===== src/hw/rtl/lpc_pkg.sv =====
package lpc_pkg;

	localparam int POS_W = 32;
	localparam int ANG_W = 16;
	localparam int ID_W = 16;
	localparam int VEC_W = 34;
	localparam int GUARD = 6;
	localparam int CFG_IDX_W = 3;
	localparam int QDEPTH = 4;
	localparam int SUM_W = 37;
	localparam logic signed [21:0] GAIN = 22'sd1273502;

	localparam logic [CFG_IDX_W-1:0] CFG_QR_X = 3'd0;
	localparam logic [CFG_IDX_W-1:0] CFG_QR_Y = 3'd1;
	localparam logic [CFG_IDX_W-1:0] CFG_QR_ANGLE = 3'd2;
	localparam logic [CFG_IDX_W-1:0] CFG_LIDAR_X = 3'd3;
	localparam logic [CFG_IDX_W-1:0] CFG_LIDAR_Y = 3'd4;
	localparam logic [CFG_IDX_W-1:0] CFG_LIDAR_ANGLE = 3'd5;

	typedef struct packed {
		logic [ID_W-1:0] base_mark_id;
		logic signed [POS_W-1:0] base_mark_x;
		logic signed [POS_W-1:0] base_mark_y;
		logic signed [ANG_W-1:0] base_mark_angle;
		logic [ID_W-1:0] cur_mark_id;
		logic signed [POS_W-1:0] cur_mark_x;
		logic signed [POS_W-1:0] cur_mark_y;
		logic signed [ANG_W-1:0] cur_mark_angle;
		logic signed [POS_W-1:0] base_pose_x;
		logic signed [POS_W-1:0] base_pose_y;
		logic signed [ANG_W-1:0] base_pose_heading;
	} in_item_t;

	typedef struct packed {
		logic matched;
		logic signed [POS_W-1:0] out_x;
		logic signed [POS_W-1:0] out_y;
		logic signed [ANG_W-1:0] out_heading;
	} out_item_t;

	typedef struct packed {
		logic [CFG_IDX_W-1:0] index;
		logic [POS_W-1:0] value;
	} cfg_item_t;

	typedef struct packed {
		logic signed [VEC_W-1:0] vx;
		logic signed [VEC_W-1:0] vy;
		logic signed [ANG_W-1:0] ang;
	} lane_in_t;

	typedef struct packed {
		logic matched;
		logic signed [ANG_W-1:0] heading;
		logic signed [POS_W-1:0] px;
		logic signed [POS_W-1:0] py;
	} side_t;

	typedef struct packed {
		side_t side;
		lane_in_t [2:0] lane;
	} work_t;

	typedef struct packed {
		logic [$clog2(QDEPTH+1)-1:0] cnt;
		logic full;
	} q_stat_t;

	typedef struct packed {
		logic neg;
		logic signed [ANG_W-1:0] ang;
	} fold_t;

	function automatic fold_t fold_angle(input logic signed [ANG_W-1:0] a);
		fold_t f;
		f.neg = 1'b0;
		f.ang = a;
		if (a > 16'sd16384) begin
			f.neg = 1'b1;
			f.ang = a - 16'sh8000;
		end else if (a < -16'sd16384) begin
			f.neg = 1'b1;
			f.ang = a + 16'sh8000;
		end
		return f;
	endfunction

	function automatic logic [31:0] atan_val(input int i);
		logic [31:0] r;
		case (i)
			0: r = 32'h20000000;
			1: r = 32'h12E4051E;
			2: r = 32'h09FB385B;
			3: r = 32'h051111D4;
			4: r = 32'h028B0D43;
			5: r = 32'h0145D7E1;
			6: r = 32'h00A2F61E;
			7: r = 32'h00517C55;
			8: r = 32'h0028BE53;
			9: r = 32'h00145F2F;
			10: r = 32'h000A2F98;
			11: r = 32'h000517CC;
			12: r = 32'h00028BE6;
			13: r = 32'h000145F3;
			14: r = 32'h0000A2FA;
			15: r = 32'h0000517D;
			16: r = 32'h000028BE;
			17: r = 32'h0000145F;
			18: r = 32'h00000A30;
			19: r = 32'h00000518;
			20: r = 32'h0000028C;
			21: r = 32'h00000146;
			22: r = 32'h000000A3;
			23: r = 32'h00000051;
			default: r = 32'h0;
		endcase
		return r;
	endfunction

endpackage


===== src/hw/rtl/lpc_queue.sv =====
module lpc_queue (
	input  logic clk,
	input  logic arst_n,
	input  logic push,
	input  lpc_pkg::work_t push_data,
	input  logic adv,
	output logic pop_valid,
	output lpc_pkg::work_t pop_data,
	output lpc_pkg::q_stat_t q_stat
);

	localparam int PW = $clog2(lpc_pkg::QDEPTH);
	localparam int CW = $clog2(lpc_pkg::QDEPTH + 1);

	lpc_pkg::work_t mem_q [0:lpc_pkg::QDEPTH-1];
	logic [PW-1:0] wr_ptr_q, rd_ptr_q;
	logic [CW-1:0] cnt_q;
	logic pop;

	assign pop_valid = (cnt_q != '0);
	assign pop = adv && pop_valid;
	assign pop_data = mem_q[rd_ptr_q];
	assign q_stat.cnt = cnt_q;
	assign q_stat.full = (cnt_q == CW'(lpc_pkg::QDEPTH));

	always_ff @(posedge clk) begin
		if (push) begin
			mem_q[wr_ptr_q] <= push_data;
		end
	end

	always_ff @(posedge clk or negedge arst_n) begin
		if (!arst_n) begin
			wr_ptr_q <= '0;
			rd_ptr_q <= '0;
			cnt_q <= '0;
		end else begin
			if (push) begin
				wr_ptr_q <= wr_ptr_q + 1'b1;
			end
			if (pop) begin
				rd_ptr_q <= rd_ptr_q + 1'b1;
			end
			case ({push, pop})
				2'b10: cnt_q <= cnt_q + 1'b1;
				2'b01: cnt_q <= cnt_q - 1'b1;
				default: ;
			endcase
		end
	end

endmodule


===== config.mk =====
export PLATFORM = sky130hd
export DESIGN_NAME = lpc_queue
export DESIGN_NICKNAME = d
export VERILOG_FILES = /design/src/hw/rtl/lpc_pkg.sv /design/src/hw/rtl/lpc_queue.sv
export SDC_FILE = /design/constraint.sdc
export NUM_CORES = 1
export LEC_CHECK = 0
export BUFFER_PORTS_ARGS = -buffer_cell sky130_fd_sc_hd__buf_2
export CAP_MARGIN = 10
export CORE_MARGIN = 8
export CORE_UTILIZATION = 55
export CTS_BUF_LIST = sky130_fd_sc_hd__clkbuf_16
export DETAILED_ROUTE_END_ITERATION = 10
export MAX_ROUTING_LAYER = met4
export PLACE_DENSITY = 0.77
export SETUP_SLACK_MARGIN = 0.02
export SLEW_MARGIN = 10
export SYNTH_ARGS = -nofsm -noshare
export SYNTH_HDL_FRONTEND = slang
export SYNTH_SLANG_ARGS = --single-unit
export TNS_END_PERCENT = 20

===== constraint.sdc =====
create_clock -name clk -period 10.46 [get_ports clk]
set_clock_uncertainty 0.05 [all_clocks]
set_input_delay 0.523 -clock clk [delete_from_list [all_inputs] [get_ports clk]]
set_output_delay 0.523 -clock clk [all_outputs]
set_load 0.02 [all_outputs]

==> impl_metrics.ini <==
[grt]
track_usage_pct = 24.3
grt_first_pass_wirelength_um = 171000
grt-ovfl-total = 0
antenna_found_initial = 27
grt_pass1_vias = 26100
grt_max_degree = 150

[power]
peakVddDrop_mv = 0.236
power_density_nw_per_um2 = 288
finalPower_mw = 17.4
total_leakage_power_nw = 20.8

[clock_network]
insertion_delay_ns = 0.72
clkSlewWorstSetupHoldPaths_ns = 0.07
cts_root_buffer = clkbuf_16
cts_htree_levels = 4
clkSinkCount = 1339
numCtsBuffers = 132
cts_setup_buffers = 0
clockBufferDepth = 3
tritoncts = done

[worst_setup_path]
crit_cells = 4
path_class = reg -> out
worst_ep_required_time_ns = 9.89
r2r-start = wr_ptr_q[1]
rr_endpoint = mem_q[1][174]
critPathCaptureType = output pin
slowest_delay_ns = 1.01
worst-path-buf-inv = 3
cp_max_fo = 76
worst_path_most_repeated_cell = buf_4
start_kind = flip-flop
slowest_stage = dfrtp_4
worstPathCellList = buf_4 -> buf_4 -> mux4_2 -> buf_2
reg2reg_depth = 5
cp_top_family = buffers and inverters
ff2ff_setup_slack_ns = 6.70
arrival_ns = 4.49

[sta]
fmax_ghz = 0.197
tightestPinTransition_ns = 1.31
drv_slew = 0
slew_headroom_pct = 12.8
period_needed_ns = 5.06
rsz0062_at_grt = false
finalHoldViolCount = 0
setup_viol = 0
fin_setup_tns_ns = 0
fin_crit_sh_pct = 48.4

[synthesis]
synth_top_cell_by_area = edfxtp_1
syn_inst = 1776
synth_area_leaders = edfxtp_1 (83%), mux4_2 (15%), buf_6 (0.40%)
synth_seq_cells = 1339
synth_cell_type_count = 20
netlist_area_um2 = 48400
synth.net_count = 2119
synth_area_per_cell_um2 = 27.2
ys_seq_area_share_pct = 83.0
synth_top_area_share_pct = 82.7
yosys_warnings = 0

[floorplan]
placeableCoreArea_um2 = 87000
io_pins = 675
initial_core_util_pct = 55.6
die_x_um = 313
die_h_um = 313
die_area_um2 = 97700
rows = 108

[worst_hold_path]
holdPathStages = 2
hold_path.class = in -> reg
hold_path_startpoint = push
whs_endpoint = wr_ptr_q[0]

[layout]
nets = 3205
layout-drive-gt1-share_pct = 40.8
final_core_util_pct = 69.5
syn2layout_area_growth_pct = 24.9

[placement]
hpwl_um = 64700
gp_congestion = 0.791
port_buffers = 674

[drt]
final_antenna_net_count = 0
vias_per_cell = 5.84
drc = 0
drt_first_pass_iters = 5
drt_iter0_markers = 2521
wirelength_um = 119000
vias = 24200
wl_per_cell_um = 28.8

[job]
cap_violations = 0

[status]
status = completed
## Yosys cell counts
| master | instances |
|---|---|
| edfxtp_1 | 1332 |
| xor2_1 | 4 |
| nand2_1 | 2 |
| o21ai_0 | 1 |
| mux2i_1 | 1 |
| buf_6 | 17 |
| clkbuf_1 | 15 |
| and2_1 | 4 |
| fa_1 | 1 |
| o31a_1 | 1 |
| nor2_1 | 1 |
| xnor2_1 | 2 |
| and3_1 | 1 |
| dfrtp_1 | 7 |
| buf_2 | 29 |
| or3_1 | 1 |
| ha_1 | 5 |
| inv_1 | 6 |
| buf_4 | 13 |
| mux4_2 | 333 |
## metal layers
| layer | global-route usage [%] | share of wire [%] |
|---|---|---|
| met1 | 27.4 | 34 |
| met2 | 41.2 | 53 |
| met3 | 6.64 | 8.7 |
| met4 | 10.4 | 4.5 |
| met5 | - | 0 |
## report_power, final
group,switching (mW),leakage [nW],internal [mW]
clock,1.96,2.08,2.50
sequential,0.364,12.3,7.03
combinational,3.43,6.42,2.11
## registers in the layout (all words and copies together) (netlist names)
name and flops:
rd_ptr_q 2, mem_q 1332, wr_ptr_q 2, cnt_q 3
## what timing repair did
item                       CTS  global route
hold endpoints to repair  1336             0
hold buffers               334             0
resized for setup            0             0
## placed cells by master, fill, tap and decap left out, types with 3 or more instances in the layout
| master | netlist | final |
|---|---|---|
| inv_6 | 0 | 3 |
| mux4_2 | 333 | 333 |
| clkinv_8 | 0 | 4 |
| ha_1 | 5 | 5 |
| inv_1 | 6 | 29 |
| buf_12 | 0 | 8 |
| diode_2 | 0 | 29 |
| dfrtp_1 | 7 | 5 |
| clkinv_1 | 0 | 33 |
| clkinvlp_4 | 0 | 3 |
| buf_2 | 29 | 674 |
| clkbuf_16 | 0 | 137 |
| bufinv_16 | 0 | 5 |
| dlygate4sd3_1 | 0 | 334 |
| xor2_1 | 4 | 4 |
| clkinv_2 | 0 | 20 |
| and2_4 | 0 | 4 |
| buf_4 | 13 | 10 |
| edfxtp_1 | 1332 | 1332 |
## worst register-to-register path, stage by stage (launching register included)
cell and delay, ns:
dfrtp_1 0.40, inv_1 0.11, ha_1 0.16, and2_4 0.82, buf_4 0.90, buf_4 0.86
## stage by stage
step | instances | setup WS, ns | area [um2] | hold slack, ns
2_1_floorplan | 1776 | 1.53 | 48400 | 0.177
3_3_place_gp | 3549 | 6.17 | 53000 | 0.313
3_5_place_dp | 3549 | 6.18 | 53000 | 0.322
4_1_cts | 4114 | 5.39 | 60400 | 0.0239
5_1_grt | 4141 | 5.26 | 60400 | 0.0665
6_report | 4143 | 5.40 | 60400 | 0.0878
## area by class of cell
type,instances,area [um2]
repair buffers,1026,6950
well taps,1155,1450
diodes,29,72.6
flip-flops and latches,1339,40200
clock buffers,137,3430
fillers,4934,26600
clock inverters,94,623
multi-input cells,357,7720
inverters,6,22.5
## kinds of logic after synthesis
group / after synthesis / synth area share, %
AO/OA/AOI/OAI: 2 / 0.0284
XOR/XNOR: 6 / 0.109
adder cells (fa/ha/maj): 6 / 0.171
buffers and inverters: 80 / 1.06
flip-flops: 1339 / 83.0
multiplexers: 334 / 15.5
AND/OR/NAND/NOR: 9 / 0.101
## worst max-delay path by stage
| stage | from | end | slack, ns |
|---|---|---|---|
| detailed placement | rd_ptr_q[1] | pop_data[216] | 6.18 |
| floorplan | wr_ptr_q[0] | mem_q[0][0] | 1.53 |
| global route | rd_ptr_q[1] | pop_data[260] | 5.26 |
| CTS | rd_ptr_q[1] | pop_data[260] | 5.39 |
| global placement | rd_ptr_q[1] | pop_data[260] | 6.17 |
| finish | rd_ptr_q[1] | pop_data[260] | 5.40 |
No activity file was read; power rests on OpenSTA's default activity.
